`config.mk`:
```
export PLATFORM = sky130hd
export DESIGN_NAME = double_ended_queue
export DESIGN_NICKNAME = d
export VERILOG_FILES = /design/src/hw/rtl/dq_pkg.sv /design/src/hw/rtl/dq_ram.sv /design/src/hw/rtl/dq_ctrl.sv /design/src/hw/rtl/dq_dp.sv /design/src/hw/rtl/double_ended_queue.sv
export VERILOG_INCLUDE_DIRS = /design/src /design/src/hw/rtl
export SDC_FILE = /design/constraint.sdc
export NUM_CORES = 1
export LEC_CHECK = 0
export BUFFER_PORTS_ARGS = -buffer_cell sky130_fd_sc_hd__buf_2
export CAP_MARGIN = 20
export CORE_AREA = 4 4 208 210
export CTS_CLUSTER_DIAMETER = 50
export DETAILED_ROUTE_END_ITERATION = 6
export DIE_AREA = 0 0 212 214
export PLACE_DENSITY_LB_ADDON = 0.1
export SLEW_MARGIN = 20
export SYNTH_ARGS = -nofsm -noshare
export SYNTH_HDL_FRONTEND = slang
export SYNTH_SLANG_ARGS = --single-unit
export TNS_END_PERCENT = 10
```
`constraint.sdc`:
```
create_clock -name i_clk -period 5.9 [get_ports i_clk]
set_input_delay 1.18 -clock i_clk [delete_from_list [all_inputs] [get_ports i_clk]]
set_output_delay 1.18 -clock i_clk [all_outputs]
set_load 0.05 [all_outputs]
```
`src/hw/rtl/double_ended_queue_assert.svh`:
```
// ----------------------------------------------------------------------------
// double_ended_queue assertion macros
// Shared property shapes for the deque checks, clocked and reset-qualified.
// ----------------------------------------------------------------------------
`ifndef DOUBLE_ENDED_QUEUE_ASSERT_SVH
`define DOUBLE_ENDED_QUEUE_ASSERT_SVH

// same-cycle implication
`define DQ_ASSERT_IMPL(label, clk, rst_n, ante, cons, msg) \
    label: assert property (@(posedge clk) disable iff (!(rst_n)) (ante) |-> (cons)) \
        else $error(msg);

// next-cycle implication
`define DQ_ASSERT_NEXT(label, clk, rst_n, ante, cons, msg) \
    label: assert property (@(posedge clk) disable iff (!(rst_n)) (ante) |=> (cons)) \
        else $error(msg);

`endif

```
`src/hw/rtl/dq_pkg.sv`:
```
// ----------------------------------------------------------------------------
// dq_pkg
// Types and codes shared by the deque controller, datapath and top level.
// ----------------------------------------------------------------------------
package dq_pkg;

    // width of the item and result words on the ports
    localparam int ITEM_WIDTH = 32;

    // operation codes
    localparam logic [2:0] OP_INS_FRONT = 3'd0;
    localparam logic [2:0] OP_INS_REAR  = 3'd1;
    localparam logic [2:0] OP_REM_FRONT = 3'd2;
    localparam logic [2:0] OP_REM_REAR  = 3'd3;
    localparam logic [2:0] OP_LIST      = 3'd4;

    // result status codes
    typedef enum logic [1:0] {
        ST_OK    = 2'd0,
        ST_EMPTY = 2'd1,
        ST_FULL  = 2'd2
    } t_dq_status;

    // controller states
    typedef enum logic {
        S_IDLE = 1'b0,
        S_EMIT = 1'b1
    } t_dq_state;

    // input transaction payload
    typedef struct packed {
        logic [2:0]                   op;
        logic signed [ITEM_WIDTH-1:0] item_value;
    } t_dq_in_item;

    // output transaction payload
    typedef struct packed {
        logic signed [ITEM_WIDTH-1:0] data_value;
        logic [1:0]                   status;
        logic                         last_of_run;
    } t_dq_out_item;

    // commands from controller to datapath
    typedef struct packed {
        logic       push_front;
        logic       push_rear;
        logic       pop_front;
        logic       pop_rear;
        logic       walk_start;
        logic       walk_next;
        logic       put_code;
        logic       put_word;
        t_dq_status code;
    } t_dq_cmd;

    // status from datapath to controller
    typedef struct packed {
        logic empty;
        logic full;
        logic out_free;
        logic word_last;
    } t_dq_stat;

endpackage

```
`src/hw/rtl/dq_ram.sv`:
```
// ----------------------------------------------------------------------------
// dq_ram
// Generic single-write, single-read RAM with registered read data.
// ----------------------------------------------------------------------------
module dq_ram #(
    parameter int WIDTH = 32,
    parameter int DEPTH = 16
) (
    input  logic                                        i_clk,
    input  logic                                        i_we,
    input  logic [((DEPTH > 1) ? $clog2(DEPTH) : 1)-1:0] i_waddr,
    input  logic [WIDTH-1:0]                            i_wdata,
    input  logic                                        i_re,
    input  logic [((DEPTH > 1) ? $clog2(DEPTH) : 1)-1:0] i_raddr,
    output logic [WIDTH-1:0]                            o_rdata
);

    logic [WIDTH-1:0] r_mem [DEPTH];
    logic [WIDTH-1:0] r_rdata;

    // write port
    always_ff @(posedge i_clk) begin
        if (i_we) begin
            r_mem[i_waddr] <= i_wdata;
        end
    end

    // registered read port, holds until the next read
    always_ff @(posedge i_clk) begin
        if (i_re) begin
            r_rdata <= r_mem[i_raddr];
        end
    end

    assign o_rdata = r_rdata;

endmodule

```
`src/hw/rtl/dq_ctrl.sv`:
```
// ----------------------------------------------------------------------------
// dq_ctrl
// Deque controller: decodes each accepted operation and sequences result
// emission for removals and listings.
// ----------------------------------------------------------------------------
module dq_ctrl (
    input  logic             i_clk,
    input  logic             i_rst_n,
    input  logic             i_in_valid,
    input  logic [2:0]       i_op,
    input  dq_pkg::t_dq_stat i_stat,
    output logic             o_in_ready,
    output dq_pkg::t_dq_cmd  o_cmd
);

    import dq_pkg::*;

    t_dq_state r_state;
    t_dq_state n_state;
    logic      w_accept;

    // an item is taken only while idle with the output slot free
    assign w_accept = (r_state == S_IDLE) && i_stat.out_free && i_in_valid;

    // state register
    always_ff @(posedge i_clk) begin
        if (!i_rst_n) begin
            r_state <= S_IDLE;
        end else begin
            r_state <= n_state;
        end
    end

    // next state
    always_comb begin
        n_state = r_state;
        case (r_state)
            S_IDLE: begin
                if (w_accept) begin
                    case (i_op)
                        OP_REM_FRONT, OP_REM_REAR, OP_LIST: begin
                            if (!i_stat.empty) begin
                                n_state = S_EMIT;
                            end
                        end
                        default: n_state = S_IDLE;
                    endcase
                end
            end
            S_EMIT: begin
                if (i_stat.out_free && i_stat.word_last) begin
                    n_state = S_IDLE;
                end
            end
            default: n_state = S_IDLE;
        endcase
    end

    // command outputs
    always_comb begin
        o_cmd      = '0;
        o_cmd.code = ST_OK;
        o_in_ready = 1'b0;
        case (r_state)
            S_IDLE: begin
                o_in_ready = i_stat.out_free;
                if (w_accept) begin
                    case (i_op)
                        OP_INS_FRONT, OP_INS_REAR: begin
                            o_cmd.put_code = 1'b1;
                            if (i_stat.full) begin
                                o_cmd.code = ST_FULL;
                            end else begin
                                o_cmd.push_front = (i_op == OP_INS_FRONT);
                                o_cmd.push_rear  = (i_op == OP_INS_REAR);
                            end
                        end
                        OP_REM_FRONT, OP_REM_REAR: begin
                            if (i_stat.empty) begin
                                o_cmd.put_code = 1'b1;
                                o_cmd.code     = ST_EMPTY;
                            end else begin
                                o_cmd.pop_front = (i_op == OP_REM_FRONT);
                                o_cmd.pop_rear  = (i_op == OP_REM_REAR);
                            end
                        end
                        OP_LIST: begin
                            if (i_stat.empty) begin
                                o_cmd.put_code = 1'b1;
                                o_cmd.code     = ST_EMPTY;
                            end else begin
                                o_cmd.walk_start = 1'b1;
                            end
                        end
                        default: begin
                            // unknown codes are dropped without a result
                            o_cmd.put_code = 1'b0;
                        end
                    endcase
                end
            end
            S_EMIT: begin
                if (i_stat.out_free) begin
                    o_cmd.put_word  = 1'b1;
                    o_cmd.walk_next = !i_stat.word_last;
                end
            end
            default: o_in_ready = 1'b0;
        endcase
    end

endmodule

```
`src/hw/rtl/dq_dp.sv`:
```
// ----------------------------------------------------------------------------
// dq_dp
// Deque datapath: ring RAM, front pointer, entry count, listing walk index
// and the output register.
// ----------------------------------------------------------------------------
`include "double_ended_queue_assert.svh"

module dq_dp #(
    parameter int DEPTH      = 16,
    parameter int DATA_WIDTH = 32
) (
    input  logic                              i_clk,
    input  logic                              i_rst_n,
    input  dq_pkg::t_dq_cmd                   i_cmd,
    input  logic signed [dq_pkg::ITEM_WIDTH-1:0] i_item_value,
    input  logic                              i_out_ready,
    output dq_pkg::t_dq_stat                  o_stat,
    output logic                              o_out_valid,
    output dq_pkg::t_dq_out_item              o_out_data
);

    import dq_pkg::*;

    localparam int AW = (DEPTH > 1) ? $clog2(DEPTH) : 1;
    localparam int CW = $clog2(DEPTH + 1);
    localparam int SW = AW + 1;
    localparam int EW = (DATA_WIDTH > ITEM_WIDTH) ? DATA_WIDTH : ITEM_WIDTH;

    logic [AW-1:0]         r_front;
    logic [AW-1:0]         n_front;
    logic [CW-1:0]         r_count;
    logic [CW-1:0]         n_count;
    logic [CW-1:0]         r_walk;
    logic [CW-1:0]         n_walk;
    logic                  r_word_last;
    logic                  n_word_last;
    logic                  r_out_valid;
    logic                  n_out_valid;
    t_dq_out_item          r_out_data;
    t_dq_out_item          n_out_data;

    logic [AW-1:0]         w_front_dec;
    logic [AW-1:0]         w_front_inc;
    logic [AW-1:0]         w_rear_wr;
    logic [AW-1:0]         w_rear_rd;
    logic [AW-1:0]         w_walk_addr;
    logic                  w_we;
    logic [AW-1:0]         w_waddr;
    logic                  w_re;
    logic [AW-1:0]         w_raddr;
    logic [EW-1:0]         w_item_ext;
    logic [DATA_WIDTH-1:0] w_rd_data;
    logic [EW-1:0]         w_rd_ext;
    logic                  w_out_free;

    // fold a sum below twice the depth back into the ring
    function automatic logic [AW-1:0] wrap_sum(input logic [SW-1:0] s);
        logic [SW-1:0] t;
        t = (s >= SW'(DEPTH)) ? s - SW'(DEPTH) : s;
        return t[AW-1:0];
    endfunction

    // ring addresses
    assign w_front_dec = (r_front == '0) ? AW'(DEPTH - 1) : r_front - 1'b1;
    assign w_front_inc = (r_front == AW'(DEPTH - 1)) ? '0 : r_front + 1'b1;
    assign w_rear_wr   = wrap_sum(SW'(r_front) + SW'(r_count));
    assign w_rear_rd   = wrap_sum(SW'(r_front) + SW'(r_count) - SW'(1));
    assign w_walk_addr = wrap_sum(SW'(r_front) + SW'(n_walk));

    // walk index for listings
    always_comb begin
        n_walk = r_walk;
        if (i_cmd.walk_start) begin
            n_walk = '0;
        end else if (i_cmd.walk_next) begin
            n_walk = r_walk + 1'b1;
        end
    end

    // last-result flag for the word being read
    always_comb begin
        n_word_last = r_word_last;
        if (i_cmd.pop_front || i_cmd.pop_rear) begin
            n_word_last = 1'b1;
        end else if (i_cmd.walk_start || i_cmd.walk_next) begin
            n_word_last = ((n_walk + 1'b1) == r_count);
        end
    end

    // ram port control
    assign w_item_ext = EW'($unsigned(i_item_value));
    assign w_we       = i_cmd.push_front || i_cmd.push_rear;
    assign w_waddr    = i_cmd.push_front ? w_front_dec : w_rear_wr;
    assign w_re       = i_cmd.pop_front || i_cmd.pop_rear
                        || i_cmd.walk_start || i_cmd.walk_next;
    assign w_raddr    = i_cmd.pop_front ? r_front :
                        i_cmd.pop_rear  ? w_rear_rd : w_walk_addr;

    dq_ram #(
        .WIDTH (DATA_WIDTH),
        .DEPTH (DEPTH)
    ) u_ram (
        .i_clk   (i_clk),
        .i_we    (w_we),
        .i_waddr (w_waddr),
        .i_wdata (w_item_ext[DATA_WIDTH-1:0]),
        .i_re    (w_re),
        .i_raddr (w_raddr),
        .o_rdata (w_rd_data)
    );

    // front pointer and count updates
    always_comb begin
        n_front = r_front;
        n_count = r_count;
        if (i_cmd.push_front) begin
            n_front = w_front_dec;
            n_count = r_count + 1'b1;
        end else if (i_cmd.push_rear) begin
            n_count = r_count + 1'b1;
        end else if (i_cmd.pop_front) begin
            n_front = w_front_inc;
            n_count = r_count - 1'b1;
        end else if (i_cmd.pop_rear) begin
            n_count = r_count - 1'b1;
        end
    end

    // output register
    assign w_rd_ext   = EW'($signed(w_rd_data));
    assign w_out_free = !r_out_valid || i_out_ready;

    always_comb begin
        n_out_valid = r_out_valid;
        n_out_data  = r_out_data;
        if (i_out_ready) begin
            n_out_valid = 1'b0;
        end
        if (i_cmd.put_code) begin
            n_out_valid            = 1'b1;
            n_out_data.data_value  = '0;
            n_out_data.status      = i_cmd.code;
            n_out_data.last_of_run = 1'b1;
        end else if (i_cmd.put_word) begin
            n_out_valid            = 1'b1;
            n_out_data.data_value  = w_rd_ext[ITEM_WIDTH-1:0];
            n_out_data.status      = ST_OK;
            n_out_data.last_of_run = r_word_last;
        end
    end

    // control registers
    always_ff @(posedge i_clk) begin
        if (!i_rst_n) begin
            r_front     <= '0;
            r_count     <= '0;
            r_walk      <= '0;
            r_word_last <= 1'b0;
            r_out_valid <= 1'b0;
        end else begin
            r_front     <= n_front;
            r_count     <= n_count;
            r_walk      <= n_walk;
            r_word_last <= n_word_last;
            r_out_valid <= n_out_valid;
        end
    end

    // payload register
    always_ff @(posedge i_clk) begin
        r_out_data <= n_out_data;
    end

    assign o_stat.empty     = (r_count == '0);
    assign o_stat.full      = (r_count == CW'(DEPTH));
    assign o_stat.out_free  = w_out_free;
    assign o_stat.word_last = r_word_last;
    assign o_out_valid      = r_out_valid;
    assign o_out_data       = r_out_data;

    // checks
    `DQ_ASSERT_IMPL(a_count_range, i_clk, i_rst_n, 1'b1, r_count <= CW'(DEPTH), "entry count above depth")
    `DQ_ASSERT_IMPL(a_no_push_full, i_clk, i_rst_n, i_cmd.push_front || i_cmd.push_rear, r_count != CW'(DEPTH), "insert into full ring")
    `DQ_ASSERT_IMPL(a_no_pop_empty, i_clk, i_rst_n, i_cmd.pop_front || i_cmd.pop_rear, r_count != '0, "removal from empty ring")
    `DQ_ASSERT_IMPL(a_load_free, i_clk, i_rst_n, i_cmd.put_code || i_cmd.put_word, w_out_free, "output register overwritten")
    `DQ_ASSERT_NEXT(a_push_count, i_clk, i_rst_n, i_cmd.push_front || i_cmd.push_rear, r_count == CW'($past(r_count) + 1'b1), "insert did not grow count")

endmodule

```
`src/hw/rtl/double_ended_queue.sv`:
```
// ----------------------------------------------------------------------------
// double_ended_queue: bounded deque of signed words in a ring RAM
// Insert: result registered in the cycle after the transaction, one item per cycle while the output slot is free.
// Removal: result passes the registered RAM read, then the output register; no new item is taken until it is loaded.
// Listing of N entries: N results at one per cycle while the output slot is free, paced by the RAM read port.
// Reset clears front pointer, count and output valid; RAM contents are not cleared.
// ----------------------------------------------------------------------------
module double_ended_queue #(
    parameter int DEPTH      = 16,
    parameter int DATA_WIDTH = 32
) (
    input  logic                 i_clk,
    input  logic                 i_rst_n,
    input  logic                 i_in_valid,
    output logic                 o_in_ready,
    input  dq_pkg::t_dq_in_item  i_in_data,
    output logic                 o_out_valid,
    input  logic                 i_out_ready,
    output dq_pkg::t_dq_out_item o_out_data
);

    import dq_pkg::*;

    t_dq_cmd  w_cmd;
    t_dq_stat w_stat;

    // operation sequencing
    dq_ctrl u_ctrl (
        .i_clk      (i_clk),
        .i_rst_n    (i_rst_n),
        .i_in_valid (i_in_valid),
        .i_op       (i_in_data.op),
        .i_stat     (w_stat),
        .o_in_ready (o_in_ready),
        .o_cmd      (w_cmd)
    );

    // storage and result path
    dq_dp #(
        .DEPTH      (DEPTH),
        .DATA_WIDTH (DATA_WIDTH)
    ) u_dp (
        .i_clk        (i_clk),
        .i_rst_n      (i_rst_n),
        .i_cmd        (w_cmd),
        .i_item_value (i_in_data.item_value),
        .i_out_ready  (i_out_ready),
        .o_stat       (w_stat),
        .o_out_valid  (o_out_valid),
        .o_out_data   (o_out_data)
    );

endmodule

```
Word level (Yosys, flattened, before mapping). Memories as Yosys holds them, arrays and structs flattened. A register that Yosys moved wholly into a read port is not among the register bits. Index checks and enable logic that the tools add are counted.

Equal/unequal tests: 8. Bitwise logic cells: 1. $lt $le $gt $ge: 3. Reductions and logical operators: 23. Add/sub/neg operators: 12. Multiplexer cells: 52.

Operators by type and width (number): 4-bit two-way mux (11); 5-bit two-way mux (8); 1-bit two-way mux (21); 4-bit by 1-bit subtractor with 4-bit output (second input constant) (4); 5-bit by 1-bit adder with 5-bit output (second input constant) (3); 5-bit >= comparator (second input constant) (3); 2-bit two-way mux (7); 4-bit by 5-bit adder with 5-bit output (2); 5-bit by 1-bit subtractor with 5-bit output (second input constant) (2); 3-bit by 2-bit equality test with 1-bit output (second input constant) (2); 1-bit logical OR (6); 3-bit two-way mux (2); 2-bit nonzero test (3); 5-bit equality test (1); 5-bit equality test (second input constant) (1); 5-bit logical NOT (1); 4-bit by 1-bit adder with 4-bit output (second input constant) (1); 4-bit equality test (second input constant) (1); 4-bit logical NOT (1); 1-bit one-hot mux with 2 select lines (2); 2-bit one-hot mux with 2 select lines (1); 4-bit nonzero test (1); 2-bit OR reduction (2); 3-bit by 1-bit equality test with 1-bit output (second input constant) (1); 9 further kinds (12).

Word-level logic and storage cells: 109. Output and inout bits: 37. Memories: 1. Flip-flop bits (word level): 52. RAM bits: 512.

Memories: u_dp.u_ram.r_mem (depth 16, width 32, rd ports 1, clocked after Yosys merged registers in 1, write ports 1, line dq_ram.sv:18) `logic [WIDTH-1:0] r_mem [DEPTH];`.

Longest topological paths before layout.
Depth after elaboration: 12. Depth in mapped cells: 16. Gate-level depth less buffers: 13.

Hierarchy. From an unflattened synthesis, not the netlist that was laid out.

Cells, all modules: 1157. Area, all modules: 23065.9 sq um.

By module, submodules not included: dq_ram (area an instance 20155.6 sq um, cells an instance 838, instances 1); dq_dp (area an instance 2730.1 sq um, cells an instance 294, instances 1); dq_ctrl (area an instance 180.2 sq um, cells an instance 25, instances 1).

Worst setup path before layout. No wires, ideal clock.

Path type: in2reg. From: input i_in_valid. To: memory u_dp.u_ram.r_mem[14][0] (enable). Buffers on the path: 1. Path slack: 1168 ps. Arrival time: 4311 ps. Library setup time: 421 ps. Cell stages on the path: 9. Data required time: 5479 ps. Path through: nor2b_1 nor4b_1 nand2_1 or2_2 clkbuf_1 a211oi_1 a21o_1 nand2b_1 nor2_1.

Cells in the longest elaborated chain, start to end: 6. Elaborated cells on any way between the ends: 7. Classes of those cells: 5 x mux; 2 x reduce/logical.

RTL lines: start: declaration (line double_ended_queue.sv:14) `input logic i_in_valid,`; 1-bit logical AND (*) (line dq_ctrl.sv:23) `assign w_accept = (r_state == S_IDLE) && i_stat.out_free && i_in_valid;`; 5-bit two-way mux (*) (line dq_ctrl.sv:67) `if (w_accept) begin`; 5-bit two-way mux (*) (line dq_ctrl.sv:64) `case (r_state)`; 1-bit logical OR (line dq_dp.sv:92) `assign w_we = i_cmd.push_front || i_cmd.push_rear;`; 1-bit two-way mux (line dq_ram.sv:23) `if (i_we) begin`; 1-bit two-way mux (implied by the code) (line dq_ram.sv:24) `r_mem[i_waddr] <= i_wdata;`; end: declaration (line dq_ram.sv:18).

Every way passes the cells marked *; elsewhere a longest branch is shown, timed or not.

Final worst setup path.
From: input i_in_data[32] (netlist name). To: register u_dp.u_ram.r_rdata[1] (netlist: u_dp.u_ram.o_rdata[1]) (read register of u_dp.u_ram.r_mem), data pin.

Cells in the longest elaborated chain, start to end: 10. Elaborated cells on any way between the ends: 19. Classes of those cells: 2 x add/sub; 1 x order compare; 3 x eq/ne; 9 x mux; 4 x reduce/logical.

RTL lines: start: declaration (line double_ended_queue.sv:16) `input dq_pkg::t_dq_in_item i_in_data,`; 3-bit equality test (line dq_ctrl.sv:68) `case (i_op)`; 1-bit two-way mux (line dq_ctrl.sv:68); 5-bit two-way mux (*) (line dq_ctrl.sv:67); 5-bit two-way mux (*) (line dq_ctrl.sv:64); 5-bit two-way mux (line dq_dp.sv:73) `if (i_cmd.walk_start) begin`; 4-bit by 5-bit adder with 5-bit output (line dq_dp.sv:68) `assign w_walk_addr = wrap_sum(SW'(r_front) + SW'(n_walk));`; 4-bit by 1-bit subtractor with 4-bit output / 5-bit >= comparator (equally long branches) (line dq_dp.sv:59) `t = (s >= SW'(DEPTH)) ? s - SW'(DEPTH) : s;`; 4-bit two-way mux (line dq_dp.sv:59); 4-bit two-way mux (line dq_dp.sv:97) `i_cmd.pop_rear ? w_rear_rd : w_walk_addr;`; 4-bit two-way mux (line dq_dp.sv:96) `assign w_raddr = i_cmd.pop_front ? r_front :`; end: declaration (line dq_ram.sv:19) `logic [WIDTH-1:0] r_rdata;`.

Marked as above. A chain may end at the register's enable or synchronous reset.

==> impl_metrics.tcl <==
set metrics [dict create \
    diodes 0 \
    yosysSeqAreaShare_pct 72.8 \
    switching_power_mw 2.15 \
    rsz0062_at_grt "false" \
    tightest_slew_ps 1030 \
    syn_area_um2 23900 \
    hp-class "reg -> reg" \
    crit_path_start_kind "input pin" \
    met3_length_um 4250 \
    clock_latency_ps 620 \
    power_density_nw_per_um2 344 \
    first_pass_iters 5 \
    antenna_found_initial 3 \
    rows 75 \
    finalCritPeriodShare_pct 79.1 \
    nets 1865 \
    p_clk_share_pct 40.7 \
    cts_tree "built" \
    numCtsBuffers 60 \
    cp_max_fo 50 \
    ant_nets 0 \
    overflow 0 \
    drcViolationCount 0 \
    port_buffers 75 \
    finalWorstSetupSlack_ps 1240 \
    met1_length_um 25100 \
    maxCapViolations 0 \
    fmax_mhz 214 \
    synthFlopType "edfxtp_1" \
    postSynthCellCount 1755 \
    skew_ps 28.1 \
    clock-root-buffer "clkbuf_16" \
    clk_path_buf_depth 3 \
    ys_async_sr_fraction_pct 0 \
    hold_viol 0 \
    required_ps 6350 \
    synth_cell_type_count 62 \
    synth_edf_count 546 \
    dr_wl_met2_um 27700 \
    synth_area_per_cell_um2 13.6 \
    slew_viol_final 0 \
    final_cells 2400 \
    dp_cells 2288 \
    power_mw 9.30 \
    leakage_nw 9.32 \
    grt_max_degree 133 \
    synth_seq_cells 596 \
    die_h_um 214 \
    pre_cts_ws_ps 720 \
    routed_via_density 6.23 \
    cpPeakStageDelay_ps 660 \
    wl_um 58300 \
    ctsResizeCount 0 \
    wl_per_cell_um 24.3 \
    swShare_pct 23.1 \
    power_frac_seq_pct 50.6 \
    die_area_um2 45400 \
    syn-num-nets 1809 \
    dp_hpwl_um 30300 \
    power_frac_comb_pct 8.7 \
    multiInputGateArea_um2 6080 \
    synthToLayoutAreaGrowth_pct 13.1 \
    fin_tns_setup_ps 0 \
    yosys_warnings 0 \
    gp_congestion 0.812 \
    final-seq-area_um2 17400 \
    first_iter_violations 1462 \
    fin_hold_ws_ps 451 \
    h-tree-depth 2 \
    clk_transition_reported_paths_ps 60 \
    crit_arrival_ps 5120 \
    finalSetupViolCount 0 \
    top_layer "met5" \
    worstPathCellList "buf_2 -> nor3b_1 -> and4_4 -> a21oi_2 -> and2_1 -> fa_1 -> xnor2_1 -> mux2_4 -> buf_4 -> nand3_1 -> a41oi_1 -> a31oi_1 -> mux2i_1" \
    p_int_mw 7.15 \
    crit_path_end_kind "flip-flop" \
    start_util_pct 57.5 \
    status "finished clean" \
    hold_buffers 0 \
    relSlewSlack_pct 30.8 \
    die_w_um 212 \
    drive_gt1_share_pct 13.1 \
    cts_num_sinks 596 \
    crit_type "in -> reg" \
    vdd_ir_drop_max_mv 0.309 \
    grt_pass1_vias 14666 \
    period_needed_ps 4660 \
    cpMaxStageDelayCell "mux2_4" \
    fillers 3047 \
    grt.total_usage_pct 25.5 \
    cts_setup_buffers 0 \
    vias 14960 \
    io_pins 76 \
    core_region_area_um2 41600 \
    grt_pass1_wl_um 88700 \
]
==> synthesized netlist by cell type, drive strengths merged, types with 33 or more instances <==
| master | count | area, um^2 |
|---|---|---|
| nand3 | 210 | 1050 |
| edfxtp | 546 | 16400 |
| a31oi | 33 | 206 |
| nand2 | 344 | 1290 |
| dfxtp | 50 | 1000 |
| mux2i | 67 | 671 |
| o21ai | 46 | 230 |
| buf | 56 | 344 |
| nor2 | 37 | 144 |
| a21oi | 77 | 389 |
| a41oi | 37 | 324 |
| clkbuf | 68 | 255 |
==> per-stage QoR <==
| stage | util [%] | area [um^2] |
|---|---|---|
| floorplan | - | 23900 |
| finish | 65.0 | 27000 |
| CTS | 65.0 | 27000 |
| global route | 65.0 | 27000 |
| global placement | 60.2 | 25000 |
| detailed placement | 60.2 | 25000 |
==> final cells by class <==
cell class	count	share of cell area [%]
flip-flops and latches	596	64.4
well taps	539	2.50
repair buffers	118	3.17
clock buffers	84	6.31
inverters	7	0.0972
multi-input cells	1028	22.5
clock inverters	28	1.05
==> layer usage <==
layer / vias to the layer above / track usage (%)
li1: 6760 / -
met1: 7500 / 36.8
met2: 594 / 41.2
met3: 102 / 4.01
met4: 4 / 6.94
met5: - / 0
==> state kept, by name (all words and copies together), names as in the netlist <==
name,cells
u_dp.r_count,5
u_dp.u_ram.o_rdata,32
u_dp.o_out_data,35
u_ctrl.r_state,1
u_dp.r_walk,5
u_dp.u_ram.r_mem,512
u_dp.r_word_last,1
u_dp.r_front,4
u_dp.o_out_valid,1
==> worst max-delay path: cells and delay by family <==
family / cells / cell delay (ps)
muxes: 2 / 810
and+or+nand+nor: 4 / 1200
AOI/OAI and AO/OA: 3 / 430
buffers and inverters: 2 / 800
adders and majority gates: 1 / 370
xor gates and xnor gates: 1 / 300
==> cell usage in the layout (no fill, tap or decap), types with 31 or more instances in the layout <==
master     count
edfxtp_1     546
nand2_1      343
nand3_1      210
a21oi_1       76
buf_2         75
mux2i_1       65
clkbuf_16     62
dfxtp_1       50
a41oi_1       37
a31oi_1       33
o21ai_1       32
a221o_1       31
a32oi_1       31
buf_4         31
==> path summary, 6_finish.rpt <==
check,from,end,slack [ps],cells past startpoint
hold reg to reg,u_dp.o_out_data[30]$_SDFFE_PP0P_,u_dp.o_out_data[30]$_SDFFE_PP0P_,450,2
hold / removal,u_dp.o_out_data[30]$_SDFFE_PP0P_,u_dp.o_out_data[30]$_SDFFE_PP0P_,450,2
setup / recovery,i_in_data[32],u_dp.u_ram.o_rdata[1]$_DFFE_PP_,1240,13
setup reg to reg,u_dp.r_count[1]$_SDFFE_PN0P_,u_dp.u_ram.o_rdata[9]$_DFFE_PP_,1420,13
==> cell families after synthesis <==
| kind of cell | after synthesis | synth area share [%] |
|---|---|---|
| AOI/OAI and AO/OA | 284 | 8.29 |
| xor gates and xnor gates | 15 | 0.607 |
| adders and majority gates | 15 | 0.848 |
| buffers and inverters | 131 | 2.62 |
| DFF | 596 | 72.8 |
| muxes | 69 | 2.90 |
| and+or+nand+nor | 645 | 11.9 |
==> power by group through the flow <==
stage / Combinational (mW) / Clock [mW] / Sequential, mW
floorplan: 0.471 / 0 / 4.86
global placement: 0.789 / 0 / 4.79
detailed placement: 0.809 / 0 / 4.79
CTS: 0.812 / 3.85 / 4.70
global route: 0.886 / 4.02 / 4.70
finish: 0.813 / 3.78 / 4.70
No activity file was read; power rests on OpenSTA's default activity.
